<file path="src/sv/tgd_pkg.sv">
// Shared types, register indexes and codes for the touch rotate and gesture detector.
`default_nettype none

package tgd_pkg;

  // Configuration register indexes
  localparam logic [2:0] CFG_ROTATION     = 3'd0;
  localparam logic [2:0] CFG_PANEL_WIDTH  = 3'd1;
  localparam logic [2:0] CFG_PANEL_HEIGHT = 3'd2;
  localparam logic [2:0] CFG_SWIPE_THRESH = 3'd3;
  localparam logic [2:0] CFG_TAP_WINDOW   = 3'd4;

  localparam int CFG_INDEX_W = 3;
  localparam int CFG_DATA_W  = 16;

  // Display rotations
  localparam logic [1:0] ROT_PORTRAIT       = 2'd0;
  localparam logic [1:0] ROT_LANDSCAPE      = 2'd1;
  localparam logic [1:0] ROT_PORTRAIT_INV   = 2'd2;
  localparam logic [1:0] ROT_LANDSCAPE_INV  = 2'd3;

  // Swipe codes
  localparam logic [1:0] SWIPE_NONE  = 2'd0;
  localparam logic [1:0] SWIPE_RIGHT = 2'd1;
  localparam logic [1:0] SWIPE_LEFT  = 2'd2;

  // Touch status codes that mean touched
  localparam logic [7:0] COUNT_ONE = 8'd1;
  localparam logic [7:0] COUNT_TWO = 8'd2;

  // Reset values of the registers
  localparam logic [1:0]  RST_ROTATION     = ROT_PORTRAIT;
  localparam logic [12:0] RST_PANEL_WIDTH  = 13'd240;
  localparam logic [12:0] RST_PANEL_HEIGHT = 13'd320;
  localparam logic [11:0] RST_SWIPE_THRESH = 12'd60;
  localparam logic [15:0] RST_TAP_WINDOW   = 16'd350;

  // Queue between front and back
  localparam int QUEUE_DEPTH = 4;
  localparam int QUEUE_AW    = $clog2(QUEUE_DEPTH);
  localparam int QUEUE_CW    = $clog2(QUEUE_DEPTH + 1);

  typedef struct packed {
    logic [1:0]  rotation;
    logic [12:0] panel_width;
    logic [12:0] panel_height;
    logic [11:0] swipe_threshold;
    logic [15:0] double_tap_window;
  } cfg_t;

  // One classified poll
  typedef struct packed {
    logic        touched;
    logic [13:0] x;
    logic [13:0] y;
    logic [31:0] now_ms;
  } cls_t;

endpackage

`default_nettype wire

</file>
<file path="src/sv/tgd_front.sv">
// Front stage: accept a poll, decide touched and map the point to the display rotation.
`default_nettype none

module tgd_front (
  input  logic                clk,
  input  logic                rst,
  input  tgd_pkg::cfg_t       cfg,
  input  logic                poll_valid,
  output logic                poll_stall,
  input  logic [7:0]          point_count,
  input  logic [7:0]          x_high_byte,
  input  logic [7:0]          x_low_byte,
  input  logic [7:0]          y_high_byte,
  input  logic [7:0]          y_low_byte,
  input  logic [31:0]         now_ms,
  output logic                cls_valid,
  output tgd_pkg::cls_t       cls,
  input  logic                cls_take
);
  import tgd_pkg::*;

  logic [11:0] tx;
  logic [11:0] ty;
  logic [13:0] pw_m1;
  logic [13:0] ph_m1;
  logic [13:0] nx;
  logic [13:0] ny;
  logic        load;

  assign tx    = {x_high_byte[3:0], x_low_byte};
  assign ty    = {y_high_byte[3:0], y_low_byte};
  assign pw_m1 = {1'b0, cfg.panel_width} - 14'd1;
  assign ph_m1 = {1'b0, cfg.panel_height} - 14'd1;

  // Mapping is modulo 2^14, which is the wrap the point fields carry
  always_comb begin
    unique case (cfg.rotation)
      ROT_LANDSCAPE: begin
        nx = {2'b00, ty};
        ny = pw_m1 - {2'b00, tx};
      end
      ROT_PORTRAIT_INV: begin
        nx = pw_m1 - {2'b00, tx};
        ny = ph_m1 - {2'b00, ty};
      end
      ROT_LANDSCAPE_INV: begin
        nx = ph_m1 - {2'b00, ty};
        ny = {2'b00, tx};
      end
      default: begin
        nx = {2'b00, tx};
        ny = {2'b00, ty};
      end
    endcase
  end

  assign poll_stall = cls_valid && !cls_take;
  assign load       = poll_valid && !poll_stall;

  always_ff @(posedge clk) begin
    if (rst) begin
      cls_valid <= 1'b0;
    end else if (load) begin
      cls_valid <= 1'b1;
    end else if (cls_take) begin
      cls_valid <= 1'b0;
    end
  end

  always_ff @(posedge clk) begin
    if (load) begin
      cls.touched <= (point_count == COUNT_ONE) || (point_count == COUNT_TWO);
      cls.x       <= nx;
      cls.y       <= ny;
      cls.now_ms  <= now_ms;
    end
  end

endmodule

`default_nettype wire

</file>
<file path="src/sv/tgd_queue.sv">
// Short queue of classified polls between the front and back stages.
`default_nettype none

module tgd_queue (
  input  logic           clk,
  input  logic           rst,
  input  logic           push_valid,
  output logic           push_take,
  input  tgd_pkg::cls_t  push_data,
  output logic           pop_valid,
  input  logic           pop_take,
  output tgd_pkg::cls_t  pop_data
);
  import tgd_pkg::*;

  cls_t                mem [QUEUE_DEPTH];
  logic [QUEUE_AW-1:0] wr_ptr;
  logic [QUEUE_AW-1:0] rd_ptr;
  logic [QUEUE_CW-1:0] count;
  logic                push;
  logic                pop;

  assign push_take = (count != QUEUE_CW'(QUEUE_DEPTH));
  assign push      = push_valid && push_take;
  assign pop_valid = (count != '0);
  assign pop       = pop_valid && pop_take;
  assign pop_data  = mem[rd_ptr];

  always_ff @(posedge clk) begin
    if (push) begin
      mem[wr_ptr] <= push_data;
    end
  end

  always_ff @(posedge clk) begin
    if (rst) begin
      wr_ptr <= '0;
      rd_ptr <= '0;
      count  <= '0;
    end else begin
      if (push) begin
        wr_ptr <= (wr_ptr == QUEUE_AW'(QUEUE_DEPTH - 1)) ? '0 : wr_ptr + QUEUE_AW'(1);
      end
      if (pop) begin
        rd_ptr <= (rd_ptr == QUEUE_AW'(QUEUE_DEPTH - 1)) ? '0 : rd_ptr + QUEUE_AW'(1);
      end
      if (push && !pop) begin
        count <= count + QUEUE_CW'(1);
      end else if (pop && !push) begin
        count <= count - QUEUE_CW'(1);
      end
    end
  end

endmodule

`default_nettype wire

</file>
<file path="src/sv/tgd_back.sv">
// Back stage: gesture state, swipe and double-tap decisions, and the result register.
`default_nettype none

module tgd_back (
  input  logic               clk,
  input  logic               rst,
  input  tgd_pkg::cfg_t      cfg,
  input  logic               cls_valid,
  output logic               cls_take,
  input  tgd_pkg::cls_t      cls,
  output logic               result_valid,
  input  logic               result_stall,
  output logic               pressed,
  output logic signed [13:0] point_x,
  output logic signed [13:0] point_y,
  output logic [1:0]         swipe_event,
  output logic               double_tap
);
  import tgd_pkg::*;

  logic signed [13:0] last_x;
  logic signed [13:0] last_y;
  logic signed [13:0] start_x;
  logic signed [13:0] start_y;
  logic               was_pressed;
  logic               press_active;
  logic               tap_armed;
  logic [31:0]        arm_time;

  logic signed [13:0] last_x_next;
  logic signed [13:0] last_y_next;
  logic signed [14:0] dx;
  logic signed [14:0] dy;
  logic [14:0]        adx;
  logic [14:0]        ady;
  logic [31:0]        elapsed;
  logic               release_ev;
  logic               is_swipe;
  logic               tap_fire;
  logic               step;

  assign step     = cls_valid && cls_take;
  assign cls_take = !result_valid || !result_stall;

  assign last_x_next = cls.touched ? $signed(cls.x) : last_x;
  assign last_y_next = cls.touched ? $signed(cls.y) : last_y;

  // Travel since the press began; only read on a release, when last is unchanged
  assign dx  = {last_x[13], last_x} - {start_x[13], start_x};
  assign dy  = {last_y[13], last_y} - {start_y[13], start_y};
  assign adx = dx[14] ? 15'(-dx) : dx;
  assign ady = dy[14] ? 15'(-dy) : dy;

  assign release_ev = was_pressed && !cls.touched;
  assign is_swipe   = release_ev && (adx >= {3'b000, cfg.swipe_threshold}) &&
                      ({1'b0, adx} > {ady, 1'b0});
  assign elapsed    = cls.now_ms - arm_time;
  assign tap_fire   = release_ev && !is_swipe && tap_armed &&
                      (elapsed <= {16'h0000, cfg.double_tap_window});

  always_ff @(posedge clk) begin
    if (rst) begin
      last_x       <= '0;
      last_y       <= '0;
      start_x      <= '0;
      start_y      <= '0;
      was_pressed  <= 1'b0;
      press_active <= 1'b0;
      tap_armed    <= 1'b0;
      arm_time     <= '0;
    end else if (step) begin
      last_x <= last_x_next;
      last_y <= last_y_next;
      if (is_swipe) begin
        tap_armed    <= 1'b0;
        was_pressed  <= 1'b0;
        press_active <= 1'b0;
      end else begin
        if (release_ev) begin
          if (tap_fire) begin
            tap_armed <= 1'b0;
          end else begin
            tap_armed <= 1'b1;
            arm_time  <= cls.now_ms;
          end
        end
        was_pressed <= cls.touched;
        if (cls.touched) begin
          if (!press_active) begin
            press_active <= 1'b1;
            start_x      <= last_x_next;
            start_y      <= last_y_next;
          end
        end else begin
          press_active <= 1'b0;
        end
      end
    end
  end

  always_ff @(posedge clk) begin
    if (rst) begin
      result_valid <= 1'b0;
    end else if (step) begin
      result_valid <= 1'b1;
    end else if (!result_stall) begin
      result_valid <= 1'b0;
    end
  end

  always_ff @(posedge clk) begin
    if (step) begin
      pressed     <= cls.touched;
      point_x     <= last_x_next;
      point_y     <= last_y_next;
      swipe_event <= !is_swipe ? SWIPE_NONE : (dx > 0) ? SWIPE_RIGHT : SWIPE_LEFT;
      double_tap  <= tap_fire;
    end
  end

`ifndef SYNTHESIS
  a_swipe_alone: assert property (@(posedge clk) disable iff (rst)
    result_valid && (swipe_event != SWIPE_NONE) |-> !double_tap && !pressed)
    else $error("swipe result carries a press or a double tap");

  a_tap_disarms: assert property (@(posedge clk) disable iff (rst)
    step && tap_fire |=> !tap_armed)
    else $error("double tap left the arm set");

  a_press_tracks: assert property (@(posedge clk) disable iff (rst)
    press_active == was_pressed)
    else $error("press flags disagree");

  a_swipe_code: assert property (@(posedge clk) disable iff (rst)
    step && is_swipe |=> swipe_event == SWIPE_RIGHT || swipe_event == SWIPE_LEFT)
    else $error("swipe release gave no direction");
`endif

endmodule

`default_nettype wire

</file>
<file path="src/sv/touch_rotate_and_gesture_detect.sv">
// Top level of the touch rotate and gesture detector: configuration registers and the stages.
`default_nettype none

// Takes one touch poll per clock while not stalled and gives one result per poll, in order.
// A poll is accepted when poll_valid is high and poll_stall low; a result is
// taken when result_valid is high and result_stall low. Throughput is one
// poll per cycle while neither side stalls; a poll passes through the front
// register, four-entry queue and result register. The gesture state lives in
// the back stage and is updated in the same cycle as its result is loaded,
// so consecutive polls never wait on each other. Write configuration
// through cfg_write/cfg_index/cfg_data only while no poll is in flight.
// Coordinates are mapped to the display rotation without clamping and wrap
// to 14 bits; swipes are reported on release when horizontal travel reaches
// the threshold and exceeds twice the vertical travel, otherwise the release
// arms or fires a double tap (timestamp difference taken modulo 2^32).

module touch_rotate_and_gesture_detect (
  input  logic                             clk,
  input  logic                             rst,
  input  logic                             cfg_write,
  input  logic [tgd_pkg::CFG_INDEX_W-1:0]  cfg_index,
  input  logic [tgd_pkg::CFG_DATA_W-1:0]   cfg_data,
  input  logic                             poll_valid,
  output logic                             poll_stall,
  input  logic [7:0]                       point_count,
  input  logic [7:0]                       x_high_byte,
  input  logic [7:0]                       x_low_byte,
  input  logic [7:0]                       y_high_byte,
  input  logic [7:0]                       y_low_byte,
  input  logic [31:0]                      now_ms,
  output logic                             result_valid,
  input  logic                             result_stall,
  output logic                             pressed,
  output logic signed [13:0]               point_x,
  output logic signed [13:0]               point_y,
  output logic [1:0]                       swipe_event,
  output logic                             double_tap
);
  import tgd_pkg::*;

  cfg_t cfg;
  logic front_valid;
  logic front_take;
  cls_t front_cls;
  logic queue_valid;
  logic queue_take;
  cls_t queue_cls;

  // Configuration registers; writes beyond the list are dropped
  always_ff @(posedge clk) begin
    if (rst) begin
      cfg.rotation          <= RST_ROTATION;
      cfg.panel_width       <= RST_PANEL_WIDTH;
      cfg.panel_height      <= RST_PANEL_HEIGHT;
      cfg.swipe_threshold   <= RST_SWIPE_THRESH;
      cfg.double_tap_window <= RST_TAP_WINDOW;
    end else if (cfg_write) begin
      unique case (cfg_index)
        CFG_ROTATION:     cfg.rotation          <= cfg_data[1:0];
        CFG_PANEL_WIDTH:  cfg.panel_width       <= cfg_data[12:0];
        CFG_PANEL_HEIGHT: cfg.panel_height      <= cfg_data[12:0];
        CFG_SWIPE_THRESH: cfg.swipe_threshold   <= cfg_data[11:0];
        CFG_TAP_WINDOW:   cfg.double_tap_window <= cfg_data;
        default: begin
        end
      endcase
    end
  end

  // Front: classify the poll and map it to the display rotation
  tgd_front u_front (
    .clk         (clk),
    .rst         (rst),
    .cfg         (cfg),
    .poll_valid  (poll_valid),
    .poll_stall  (poll_stall),
    .point_count (point_count),
    .x_high_byte (x_high_byte),
    .x_low_byte  (x_low_byte),
    .y_high_byte (y_high_byte),
    .y_low_byte  (y_low_byte),
    .now_ms      (now_ms),
    .cls_valid   (front_valid),
    .cls         (front_cls),
    .cls_take    (front_take)
  );

  // Queue: decouple the front from result back-pressure
  tgd_queue u_queue (
    .clk        (clk),
    .rst        (rst),
    .push_valid (front_valid),
    .push_take  (front_take),
    .push_data  (front_cls),
    .pop_valid  (queue_valid),
    .pop_take   (queue_take),
    .pop_data   (queue_cls)
  );

  // Back: advance gesture state and register the result
  tgd_back u_back (
    .clk          (clk),
    .rst          (rst),
    .cfg          (cfg),
    .cls_valid    (queue_valid),
    .cls_take     (queue_take),
    .cls          (queue_cls),
    .result_valid (result_valid),
    .result_stall (result_stall),
    .pressed      (pressed),
    .point_x      (point_x),
    .point_y      (point_y),
    .swipe_event  (swipe_event),
    .double_tap   (double_tap)
  );

endmodule

`default_nettype wire

</file>
<file path="config.mk">
export PLATFORM = sky130hd
export DESIGN_NAME = touch_rotate_and_gesture_detect
export DESIGN_NICKNAME = d
export VERILOG_FILES = /design/src/sv/tgd_pkg.sv /design/src/sv/tgd_front.sv /design/src/sv/tgd_queue.sv /design/src/sv/tgd_back.sv /design/src/sv/touch_rotate_and_gesture_detect.sv
export SDC_FILE = /design/constraint.sdc
export NUM_CORES = 1
export LEC_CHECK = 0
export BUFFER_PORTS_ARGS = -buffer_cell sky130_fd_sc_hd__buf_2
export CORE_MARGIN = 2
export CORE_UTILIZATION = 45
export DETAILED_ROUTE_END_ITERATION = 6
export PLACE_DENSITY = 0.62
export SLEW_MARGIN = 5
export SYNTH_ARGS = -nofsm -noshare
export SYNTH_HDL_FRONTEND = slang
export SYNTH_SLANG_ARGS = --single-unit
</file>
<file path="constraint.sdc">
create_clock -name clk -period 7.58 [get_ports clk]
set_input_delay 0.379 -clock clk [delete_from_list [all_inputs] [get_ports clk]]
set_output_delay 0.379 -clock clk [all_outputs]
set_load 0.005 [all_outputs]
</file>
Word-level counts from Yosys, hierarchy flattened. Memories as Yosys holds them, arrays and structs flattened. A register that Yosys moved wholly into a read port is not among the register bits. Index checks and enable logic that the tools add are counted.

Register bits: 249. Latch bits: 0. Memory bits (writable): 244. ROM bits: 0. Input port bits: 96. Output and inout bits: 34. Logic and storage cells: 121. Memories kept: 1.

Add/sub/neg operators: 13. $mul: 0. Divide/modulo/power cells: 0. $lt $le $gt $ge: 4. Equal/unequal tests: 13. Shifts and indexed selects: 0. Multiplexer cells: 25. Bitwise operators: 3. Reduce and logical (&&, ||, !) cells: 35.

Memories: u_queue.mem (depth 4, width 61, rd ports 1, clocked after memory_dff 1, wr ports 1, line tgd_queue.sv:16) `cls_t mem [QUEUE_DEPTH];`.

Operator list (number): one-hot mux 14 bit (3 select lines) (2); less-or-equal comparator 32 x 16 -> 1 bit (1); subtractor 32 bit (1); two-way mux 15 bit (2); negator 15 bit (2); subtractor 14 x 14 -> 15 bit (2); two-way mux 14 bit (2); subtractor 13 x 1 -> 14 bit, second input constant (2); subtractor 14 x 12 -> 14 bit (2); > comparator 15 x 16 -> 1 bit (1); >= comparator 15 x 12 -> 1 bit (1); > comparator 15 x 1 -> 1 bit, second input constant (1); logical AND 1 bit (12); two-way mux 1 bit (12); AND reduction 2 bit (6); two-way mux 2 bit (5); == test 2 bit, second input constant (4); == test 8 x 1 -> 1 bit, second input constant (1); == test 8 x 2 -> 1 bit, second input constant (1); zero test 1 bit (8); AND reduction 4 bit (2); == test 3 x 2 -> 1 bit, second input constant (2); two-way mux 3 bit (2); nonzero test 2 bit (3); other kinds (12) (16).

Depth between registers and ports, before layout. Gate-level depths: netlist (run 1).

Depth in word-level cells: 13. Gate-level depth with buffers: 26. Gate-level depth less buffers: 24.

Modules after synthesis. A second synthesis (run 1) with hierarchy kept.

Cells, all modules: 2137. Area, all modules: 25396.9 um^2.

By module, submodules not included: tgd_back (instances 1, cells each 1202, area each 10054.6 um^2, sequential area each 2782.7 um^2); tgd_queue (instances 1, cells each 367, area each 9260.1 um^2, sequential area each 7507.2 um^2); tgd_front (instances 1, cells each 351, area each 3798.6 um^2, sequential area each 1851.8 um^2); touch_rotate_and_gesture_detect (instances 1, cells each 217, area each 2283.4 um^2, sequential area each 1121.1 um^2).

Worst setup path before layout (run 1). OpenSTA, ideal clock, no wires.

Kind: reg-to-reg. Start: reg with a tool-made name. End: reg u_back.arm_time[2]. Library setup time: 0.070 ns. Data arrival time: 6.158 ns. Required time: 7.510 ns. Setup slack: 1.351 ns. Stages on the path, launching flop included: 27. Buffers on the path: 4. Clock period less this slack: 6.229 ns. Cell sequence: dfxtp_1 buf_2 buf_1 buf_1 mux4_2 inv_1 ha_1 inv_1 fa_1 a21oi_1 o221a_2 o21ai_0 o31ai_1 o21ai_0 xor2_1 ha_1 and3_1 nand4_1 a21oi_1 a2111oi_0 a21oi_1 nor4_1 nand4_1 o21ai_1 clkbuf_1 o21ai_0 a21oi_1.

RTL lines: to (signal assigned) (line tgd_back.sv:84) `arm_time <= cls.now_ms;`; to (decl) (line tgd_back.sv:28) `logic [31:0] arm_time;`.

==> flow_summary_export.csv, run 1 <==
group,metric,value,unit
run_status,outcome,"completed",
final_layout,nFillCells,4592,
pwr,p_sw_share,41.9,%
pwr,clkPwrFrac,18.4,%
clock_network,path_clk_slew,60,ps
routing,drt_iter0_drc,1008,
timing,rsz0062_at_grt,"no",
floorplanning,chipHeight,237,um
worst_setup_path,critPathArrivalTime,6710,ps
global_route,grt_max_degree,99,
worst_setup_path,critPathRequiredTime,8070,ps
worst_hold_path,hold_path_end,"u_back.result_valid$_SDFFE_PP0P_",
clock_network,clk_latency,610,ps
final_layout,fin_nets,2448,
global_route,grt_overflow,0,
clock_network,cts_max_level,2,
routing,wl_per_cell,19.0,um
timing,min_period,6210,ps
placement,dp.final_hpwl,38300,um
placement,post-place-cells,2820,
placement,io_buffers,121,
final_layout,fin_cells,2954,
worst_setup_path,path_common_cell,"a21oi_1",
clock_network,cts_buffers,51,
placement,gp_congestion,0.845,
routing,routed_wl,56000,um
worst_setup_path,critPathMaxFanout,32,
synthesis,ys_ff_latch,494,
worst_setup_path,worstSetupStartpointType,"flip-flop",
worst_setup_path,cpPeakStageDelay,630,ps
worst_setup_path,worstSetupEndpointType,"flip-flop",
timing,worst_slew_pin_slew,1110,ps
floorplanning,coreArea,53700,um^2
worst_setup_path,r2r_cells,23,
worst_setup_path,r2r-end,"u_back.arm_time[1]$_SDFFE_PP0P_",
worst_setup_path,path_class,"reg -> reg",
clock_network,cts_tree,"yes",
synthesis,synth_cells,2064,
timing,fin_crit_sh,82.0,%
pwr,leakagePower,10.1,nW
clock_network,cts_sinks,494,
final_layout,syn_to_final_growth,13.9,%
synthesis,synthesis.area,24400,um^2
clock_network,cts_buffer_depth,3,
floorplanning,dieArea,56200,um^2
synthesis,synthesis.nets,2299,
floorplanning,dieWidth,237,um
synthesis,yosys_warnings,0,
floorplanning,io_pins,130,
timing,max_freq,161,MHz
synthesis,ys.flop_type,"edfxtp_1",
timing,fin_skew,33.9,ps
clock_network,cts_setup_buffers,0,
synthesis,yosys.cell_types.count,76,
worst_setup_path,worstPathCellList,"mux4_2, inv_1, ha_1, inv_1, fa_1, a21oi_1, o221a_2, o21ai_0, o31ai_1, o21ai_0, xor2_1, ha_1, and3_1, nand4_1, a21oi_1, a2111oi_0, a21oi_1, nor4_1, nand4_1, o21ai_2, buf_4, o21ai_0, a21oi_1",
pwr,pwr-share-seq,25.1,%
pwr,power-per-cell-area,497,nW/um^2
synthesis,seq_area_frac_synth,54.3,%
synthesis,synth_most_common_cell,"edfxtp_1",
synthesis,synth.top_cell.area_share,41.4,%
routing,drc,0,
routing,via_per_inst,5.55,
worst_hold_path,min_from,"result_stall",
synthesis,synth_largest_area_cell,"edfxtp_1",
clock_network,cts_resized,0,
timing,final_hold_viol_count,0,
global_route,grt_use_total,20.1,%
worst_setup_path,slowest_stage,"dfxtp_4",
worst_setup_path,ff2ff_setup_slack,1370,ps
worst_hold_path,hp-class,"in -> reg",
pwr,p_sw,5.80,mW
synthesis,synth_edf_count,337,
synthesis,synth.top_cells.by_count,"edfxtp_1 (337), nand2_1 (218), a21oi_1 (186)",
global_route,antenna_found_initial,1,
run,maxCapViolCount,0,
timing,slew-limit-headroom,26.3,%
pwr,power_frac_comb,56.5,%
synthesis,synth_area_per_cell,11.8,um^2
routing,ant_nets,0,
synthesis,yosys-top-cells-area,"edfxtp_1 (41%), dfxtp_1 (13%), mux4_2 (7.6%)",
pwr,ir_worst_vdd,0.415,mV
routing,num_vias,16409,
clock_network,cts_root_buf,"clkbuf_16",
final_layout,drive_gt1_share,15.6,%
global_route,first_global_vias,16214,
synthesis,async_flop_share,0,%
final_layout,multiInputGateArea,10300,um^2
worst_hold_path,whs_path_depth,3,
global_route,grt_pass1_wl,89000,um
routing,first_pass_iters,5,
floorplanning,fp-row-count,85,
timing,setup_tns,0,ps
timing,maxSlewViolCount,0,
timing,setup_viol,0,
final_layout,seq_area,13300,um^2
pwr,p_int,8.03,mW
floorplanning,initial_utilization,45.5,%
[final cells by class]
type / instances / area share, %
clock inverter: 28 / 1.19
clock buffer: 68 / 4.96
sequential: 494 / 47.7
inverter: 149 / 2.01
multi-input combinational: 1340 / 37.0
tap: 696 / 3.13
timing repair buffer: 177 / 4.02
antenna: 2 / 0.0180
[worst max path at each step]
stage                                      endpoint  cells past startpoint
finish              u_back.arm_time[1]$_SDFFE_PP0P_                     23
CTS                 u_back.arm_time[2]$_SDFFE_PP0P_                     23
global placement    u_back.arm_time[0]$_SDFFE_PP0P_                     23
floorplan           u_back.arm_time[2]$_SDFFE_PP0P_                     26
detailed placement  u_back.arm_time[2]$_SDFFE_PP0P_                     23
global route        u_back.arm_time[0]$_SDFFE_PP0P_                     23
[flip-flops by register name, indices dropped and copies added (netlist names), 2 cells and up, named ones only]
register            cells
u_front.cls            61
u_queue.rd_ptr          2
u_back.arm_time        32
u_queue.mem           244
u_back.start_y         14
u_back.last_x          14
u_back.start_x         14
u_queue.count           3
u_back.last_y          14
cfg                    56
u_queue.wr_ptr          2
u_back.swipe_event      2
u_back.point_y         14
u_back.point_x         14
[power groups by stage]
stage	clock network (mW)	logic, mW	registers [mW]
6_report	2.54	7.81	3.47
5_1_grt	2.71	8.83	3.52
3_5_place_dp	0	7.75	3.54
2_1_floorplan	0	5.87	3.46
4_1_cts	2.60	7.82	3.48
3_3_place_gp	0	7.53	3.52
[layout by cell type, fill, tap and decap left out, drive strengths merged, types with 82 or more instances in the layout]
master | synthesis | layout
ha | 133 | 133
a21oi | 186 | 186
o21ai | 100 | 100
dfxtp | 157 | 157
mux4 | 82 | 82
buf | 22 | 141
nand2 | 218 | 218
edfxtp | 337 | 337
nor2 | 94 | 94
inv | 149 | 152
[layer usage]
metal / up-vias / GRT usage, % / part of all wire [%]
met5: - / 0 / 0.025
met4: 2 / 5.60 / 2.4
met3: 87 / 2.95 / 4.1
met2: 327 / 33.9 / 48
met1: 8076 / 27.2 / 45
li1: 7917 / - / -
[what timing repair did]
| action | 4_1_cts | 5_1_grt |
|---|---|---|
| hold endpoints to repair | 36 | 0 |
| hold buffers | 36 | 0 |
| setup endpoints to repair | 0 | 0 |
[metrics by stage]
step	utilization (%)	total power, mW	cell area [um^2]	hold WS [ps]	worst slack (ps)
after floorplan	-	9.33	24400	436	1350
after global placement	47.9	11.0	25700	443	1490
after detailed placement	47.9	11.3	25700	450	1430
after CTS	51.8	13.9	27800	15.1	1350
after global routing	51.8	15.1	27800	35.2	714
final	51.8	13.8	27800	51.1	1370
[cell families after synthesis]
kind of cell / synth area share, %
AO/OA/AOI/OAI: 11.1
AND/OR/NAND/NOR: 10.4
flip-flops: 54.3
adder cells (fa/ha/maj): 7.30
buffers and inverters: 3.71
XOR/XNOR: 2.98
multiplexers: 10.3
[critical path, delay by kind of cell (launching register included)]
| family | cells | cell delay [ps] |
|---|---|---|
| AOI/OAI and AO/OA | 11 | 2300 |
| xor gates and xnor gates | 1 | 160 |
| adders and majority gates | 3 | 870 |
| buffers and inverters | 3 | 460 |
| DFF | 1 | 630 |
| muxes | 1 | 580 |
| and+or+nand+nor | 4 | 1050 |
Power figures use the tool's default switching activity.
==> run 2, diff against run 1 <==
--- a/config.mk
+++ b/config.mk
@@ -9,7 +9,7 @@
 export CORE_MARGIN = 2
 export CORE_UTILIZATION = 45
 export DETAILED_ROUTE_END_ITERATION = 6
-export PLACE_DENSITY = 0.62
+export PLACE_DENSITY = 0.64
 export SLEW_MARGIN = 5
 export SYNTH_ARGS = -nofsm -noshare
 export SYNTH_HDL_FRONTEND = slang
==> constraint.sdc (replaced) <==
create_clock -name clk -period 5.4 [get_ports clk]
set_input_delay 0.27 -clock clk [delete_from_list [all_inputs] [get_ports clk]]
set_output_delay 0.27 -clock clk [all_outputs]
set_load 0.005 [all_outputs]
==> flow_summary_export.csv, run 2 (synthesized netlist as in run 1, its figures left out) <==
group,metric,value,unit
run_status,outcome,"completed",
global_route,first_global_vias,16646,
clock_network,cts_tree,"yes",
timing,slew-limit-headroom,13.7,%
clock_network,cts_root_buf,"clkbuf_16",
run,maxCapViolCount,0,
worst_hold_path,hp-class,"in -> reg",
final_layout,seq_area,13300,um^2
final_layout,fin_util,54.2,%
floorplanning,dieWidth,237,um
floorplanning,chipHeight,237,um
global_route,met2_usage,34.4,%
timing,final_hold_viol_count,0,
worst_setup_path,reg2reg_from,"u_back.last_x[0]$_SDFFE_PP0P_",
routing,drt_iter0_drc,1196,
worst_setup_path,worstSetupStartpointType,"flip-flop",
worst_setup_path,critPathArrivalTime,5730,ps
placement,io_buffers,121,
worst_hold_path,whs_path_depth,2,
worst_setup_path,worstSetupEndpointType,"flip-flop",
final_layout,nFillCells,4488,
global_route,grt_pass1_wl,90800,um
final_layout,fin_nets,2524,
clock_network,cts_buffer_depth,3,
worst_setup_path,r2r-end,"u_back.arm_time[0]$_SDFFE_PP0P_",
worst_setup_path,ff2ff_setup_slack,130,ps
global_route,grt_busiest_layer,"met2",
final_layout,layout_common_cells,"edfxtp_1 (337), nand2_1 (216), a21oi_1 (179)",
routing,first_pass_iters,5,
final_layout,largest_reg_flops,244,
routing,drc,0,
floorplanning,coreArea,53700,um^2
clock_network,clk_latency,620,ps
global_route,grt_max_degree,90,
timing,fin_skew,41.4,ps
floorplanning,fp-row-count,85,
final_layout,multiInputGateArea,10700,um^2
timing,maxSlewViolCount,0,
global_route,grt_overflow,0,
final_layout,regMostFlops,"u_queue.mem",
placement,gp_congestion,0.881,
timing,min_period,5270,ps
global_route,globalRouteMet1Util,27.4,%
final_layout,drive_gt1_share,20.6,%
worst_setup_path,path_class,"reg -> reg",
timing,worst_slew_pin_slew,1290,ps
floorplanning,io_pins,130,
timing,setup_viol,0,
routing,via_per_inst,5.56,
worst_hold_path,hold_path_end,"u_front.cls[36]$_DFFE_PP_",
routing,routed_wl,59700,um
timing,fin_crit_sh,97.6,%
global_route,grt_use_total,20.6,%
routing,num_vias,16852,
global_route,use_met3,3.10,%
worst_setup_path,r2r_cells,24,
worst_setup_path,critPathRequiredTime,5860,ps
final_layout,syn_to_final_growth,19.1,%
floorplanning,dieArea,56200,um^2
worst_hold_path,min_from,"y_low_byte[4]",
timing,holdWs,110,ps
routing,ant_nets,0,
routing,wl_per_cell,19.7,um
final_layout,final_common_cell,"edfxtp_1",
placement,dp.final_hpwl,40300,um
global_route,antenna_found_initial,1,
final_layout,diodes,0,
clock_network,cts_buffers,52,
timing,max_freq,190,MHz
final_layout,top_regs,"u_queue.mem: 244 flops, u_front.cls: 61 flops, cfg: 56 flops",
clock_network,cts_max_level,2,
clock_network,cts_sinks,494,
clock_network,path_clk_slew,60,ps
floorplanning,initial_utilization,45.5,%
worst_setup_path,critPathMaxFanout,8,
==> run 2: cell types whose count changed in the layout (fill, tap and decap cells not counted), sizes merged <==
cell / change
clkinv: +2
dlygate4sd3: +16
clkbuf: +6
diode: -2
inv: -1
bufinv: +1
buf: +53
==> run 2: worst max-delay path by stage <==
stage	startpoint	endpoint	slack (ps)	cells past startpoint
finish	u_back.last_x[0]$_SDFFE_PP0P_	u_back.arm_time[0]$_SDFFE_PP0P_	130	24
global route	u_back.last_x[0]$_SDFFE_PP0P_	u_back.arm_time[24]$_SDFFE_PP0P_	-130	26
CTS	u_back.last_x[0]$_SDFFE_PP0P_	u_back.arm_time[25]$_SDFFE_PP0P_	50	23
detailed placement	u_back.last_x[0]$_SDFFE_PP0P_	u_back.arm_time[19]$_SDFFE_PP0P_	20	23
global placement	u_back.last_x[0]$_SDFFE_PP0P_	u_back.arm_time[0]$_SDFFE_PP0P_	90	23
floorplan	flip-flop	u_back.arm_time[2]$_SDFFE_PP0P_	-3	26
==> run 2: area by class of cell <==
| class | instances | area share, % |
|---|---|---|
| Sequential cell | 494 | 45.6 |
| Multi-Input combinational cell | 1340 | 36.7 |
| Timing Repair Buffer | 252 | 6.67 |
| Clock buffer | 68 | 4.78 |
| Tap cell | 696 | 2.99 |
| Inverter | 149 | 1.92 |
| Clock inverter | 30 | 1.38 |
==> run 2: stage by stage <==
stage	setup slack (ps)	setup TNS, ps	std cells	area, um^2
5_1_grt	-130	-3490	3029	29100
6_report	128	0	3029	29100
2_1_floorplan	-2.57	-2.57	2064	24500
3_5_place_dp	16.1	0	2861	26100
3_3_place_gp	90.3	0	2861	26100
4_1_cts	54.0	0	3011	28400
==> run 2: metal layers <==
metal | vias up | part of all wire [%]
met3 | 106 | 4.0
met2 | 360 | 48
met5 | - | 0
li1 | 8069 | -
met1 | 8317 | 45
met4 | 0 | 3.1
==> run 2: timing repair <==
item                                   4_1_cts  5_1_grt
gates cloned                                 0        9
setup buffers                                0       10
gates resized for setup                      1       97
pin swaps                                    0       52
hold buffers                                52        0
endpoints found under the hold margin       79        0
setup endpoints to repair                    8       35
==> run 2: worst max-delay path, cell delays in order, from the launching register on <==
cell and delay, ps:
dfxtp_2 320, inv_2 60, ha_4 120, inv_1 50
fa_2 400, a21o_1 190, a311o_1 350, o22a_1 250
a311oi_4 310, nor2b_2 110, o31ai_4 300, buf_6 190
nand2_4 70, xnor2_4 210, ha_4 230, and4_1 190
a311oi_2 190, nand2_1 90, a221o_1 400, o311ai_4 390
a211oi_4 90, buf_12 210, clkbuf_16 180, o21ai_1 140
a21oi_1 80
Power of run 2 is left out: the tool's default activity adds up to more than one toggle a clock period on the data nets, which glitch-free logic cannot reach.
==> run 3, diff against run 2 <==
--- a/config.mk
+++ b/config.mk
@@ -9,7 +9,7 @@
 export CORE_MARGIN = 2
 export CORE_UTILIZATION = 45
 export DETAILED_ROUTE_END_ITERATION = 6
-export PLACE_DENSITY = 0.64
+export PLACE_DENSITY = 0.62
 export SLEW_MARGIN = 5
 export SYNTH_ARGS = -nofsm -noshare
 export SYNTH_HDL_FRONTEND = slang
==> constraint.sdc (replaced) <==
create_clock -name clk -period 4.94 [get_ports clk]
set_input_delay 0.247 -clock clk [delete_from_list [all_inputs] [get_ports clk]]
set_output_delay 0.247 -clock clk [all_outputs]
set_load 0.005 [all_outputs]
==> flow_summary_export.csv, run 3 (synthesized netlist as in run 1, its figures left out) <==
group,metric,value,unit
worst_setup_path,path_class,"reg -> reg",
global_route,grt_pass1_wl,93100,um
clock_network,cts_sinks,494,
worst_setup_path,critPathMaxFanout,8,
worst_setup_path,critPathArrivalTime,5590,ps
global_route,antenna_found_initial,0,
final_layout,fin_cells,3107,
global_route,grt_max_degree,102,
final_layout,largest_reg_flops,244,
timing,max_freq,194,MHz
timing,slew-limit-headroom,32.7,%
clock_network,cts_buffers,53,
final_layout,fin_nets,2603,
global_route,first_global_vias,16819,
placement,io_buffers,121,
worst_setup_path,worstPathCellList,"buf_4, buf_4, mux4_2, ha_1, and4_1, o2111a_1, o21a_1, nor2_1, nand2_1, a31oi_2, xnor2_2, ha_1, and3_4, nand4_1, a211oi_2, a2111oi_2, a21oi_2, nor4_2, nand4_1, o21a_4, clkbuf_16, nand3_1, a21oi_1",
timing,worst_slew_pin_slew,1010,ps
timing,rsz0062_at_grt,"yes",
worst_setup_path,worstSetupStartpointType,"flip-flop",
clock_network,path_clk_slew,60,ps
floorplanning,chipHeight,237,um
placement,post-place-cells,2925,
placement,gp_congestion,0.891,
timing,fin_crit_sh,104,%
worst_hold_path,whs_path_depth,2,
floorplanning,dieWidth,237,um
clock_network,cts_buffer_depth,3,
final_layout,regMostFlops,"u_queue.mem",
floorplanning,initial_utilization,45.5,%
timing,min_period,5150,ps
final_layout,syn_to_final_growth,21.6,%
worst_setup_path,slowest_stage,"mux4_2",
final_layout,layout_common_cells,"edfxtp_1 (337), nand2_1 (217), a21oi_1 (178)",
final_layout,top_regs,"u_queue.mem: 244 flops, u_front.cls: 61 flops, cfg: 56 flops",
timing,final_hold_viol_count,0,
clock_network,cts_tree,"yes",
routing,num_vias,17011,
final_layout,diodes,0,
placement,dpl_cell_area,26600,um^2
timing,finalWorstSetupSlack,-210,ps
global_route,grt_use_total,21.3,%
clock_network,clk_latency,610,ps
routing,ant_nets,0,
floorplanning,coreArea,53700,um^2
timing,maxSlewViolCount,0,
floorplanning,dieArea,56200,um^2
routing,routed_wl,60300,um
routing,wl_per_cell,19.4,um
routing,drt_iter0_drc,1148,
run,maxCapViolCount,0,
worst_hold_path,hp-class,"in -> reg",
clock_network,cts_root_buf,"clkbuf_16",
final_layout,final_area,29700,um^2
routing,first_pass_iters,5,
worst_setup_path,worstSetupEndpointType,"flip-flop",
worst_setup_path,r2r_cells,23,
worst_setup_path,critPathRequiredTime,5380,ps
run_status,violations,"setup timing",
routing,via_per_inst,5.48,
floorplanning,fp-row-count,85,
placement,dp.final_hpwl,41300,um
routing,drc,0,
floorplanning,io_pins,130,
worst_setup_path,cpPeakStageDelay,540,ps
run_status,outcome,"finished with violations",
global_route,grt_overflow,0,
final_layout,nFillCells,4474,
timing,setup_viol,33,
final_layout,final_common_cell,"edfxtp_1",
final_layout,drive_gt1_share,23.7,%
clock_network,cts_max_level,2,
timing,fin_skew,36.1,ps
[run 3: area by class of cell]
type / instances / area, um^2 / area share [%]
well taps: 696 / 871 / 2.93
multi-input cells: 1340 / 10700 / 35.9
clock buffers: 61 / 1390 / 4.67
clock inverters: 37 / 377 / 1.27
inverters: 149 / 559 / 1.88
flip-flops and latches: 494 / 13300 / 44.7
repair buffers: 330 / 2560 / 8.62
[run 3: repair_timing]
| action | in CTS | in global routing |
|---|---|---|
| setup endpoints to repair | 36 | 36 |
| resized for setup | 58 | 43 |
| buffers inserted | 18 | 9 |
| hold buffers | 52 | 0 |
| gates cloned | 4 | 3 |
| endpoints found under the hold margin | 88 | 0 |
| pin swaps | 22 | 26 |
[run 3: final timing paths]
path,startpoint,to,slack (ps)
hold reg to reg,cfg[27]$_SDFFE_PP0P_,cfg[27]$_SDFFE_PP0P_,460
hold / removal,y_high_byte[0],u_front.cls[40]$_DFFE_PP_,70
setup / recovery,flip-flop,u_back.arm_time[25]$_SDFFE_PP0P_,-210
setup reg to reg,flip-flop,u_back.arm_time[25]$_SDFFE_PP0P_,-210
[run 3: critical path, delay by kind of cell (launching register included)]
| kind | cells | cell delay, ps |
|---|---|---|
| AOI/OAI and AO/OA | 8 | 1500 |
| xor gates and xnor gates | 1 | 180 |
| adders and majority gates | 2 | 660 |
| buffers and inverters | 3 | 420 |
| DFF | 1 | 390 |
| muxes | 1 | 540 |
| and+or+nand+nor | 8 | 1290 |
[run 3: routing by layer]
layer,GRT usage [%],part of all wire (%)
met4,6.16,2.1
met1,29.9,47
met5,0,0
met3,3.10,4.0
met2,34.5,47
[run 3: through the flow]
stage | hold slack, ps | util (%) | worst slack (ps) | setup TNS, ps
floorplan | 346 | - | -14.4 | -355
global placement | 424 | 49.6 | -288 | -8550
detailed placement | 425 | 49.6 | -400 | -12460
CTS | 28.0 | 54.7 | -246 | -6180
global route | 57.5 | 55.3 | -482 | -14910
finish | 65.4 | 55.3 | -210 | -5390
Power of run 3 is left out for the same reason.
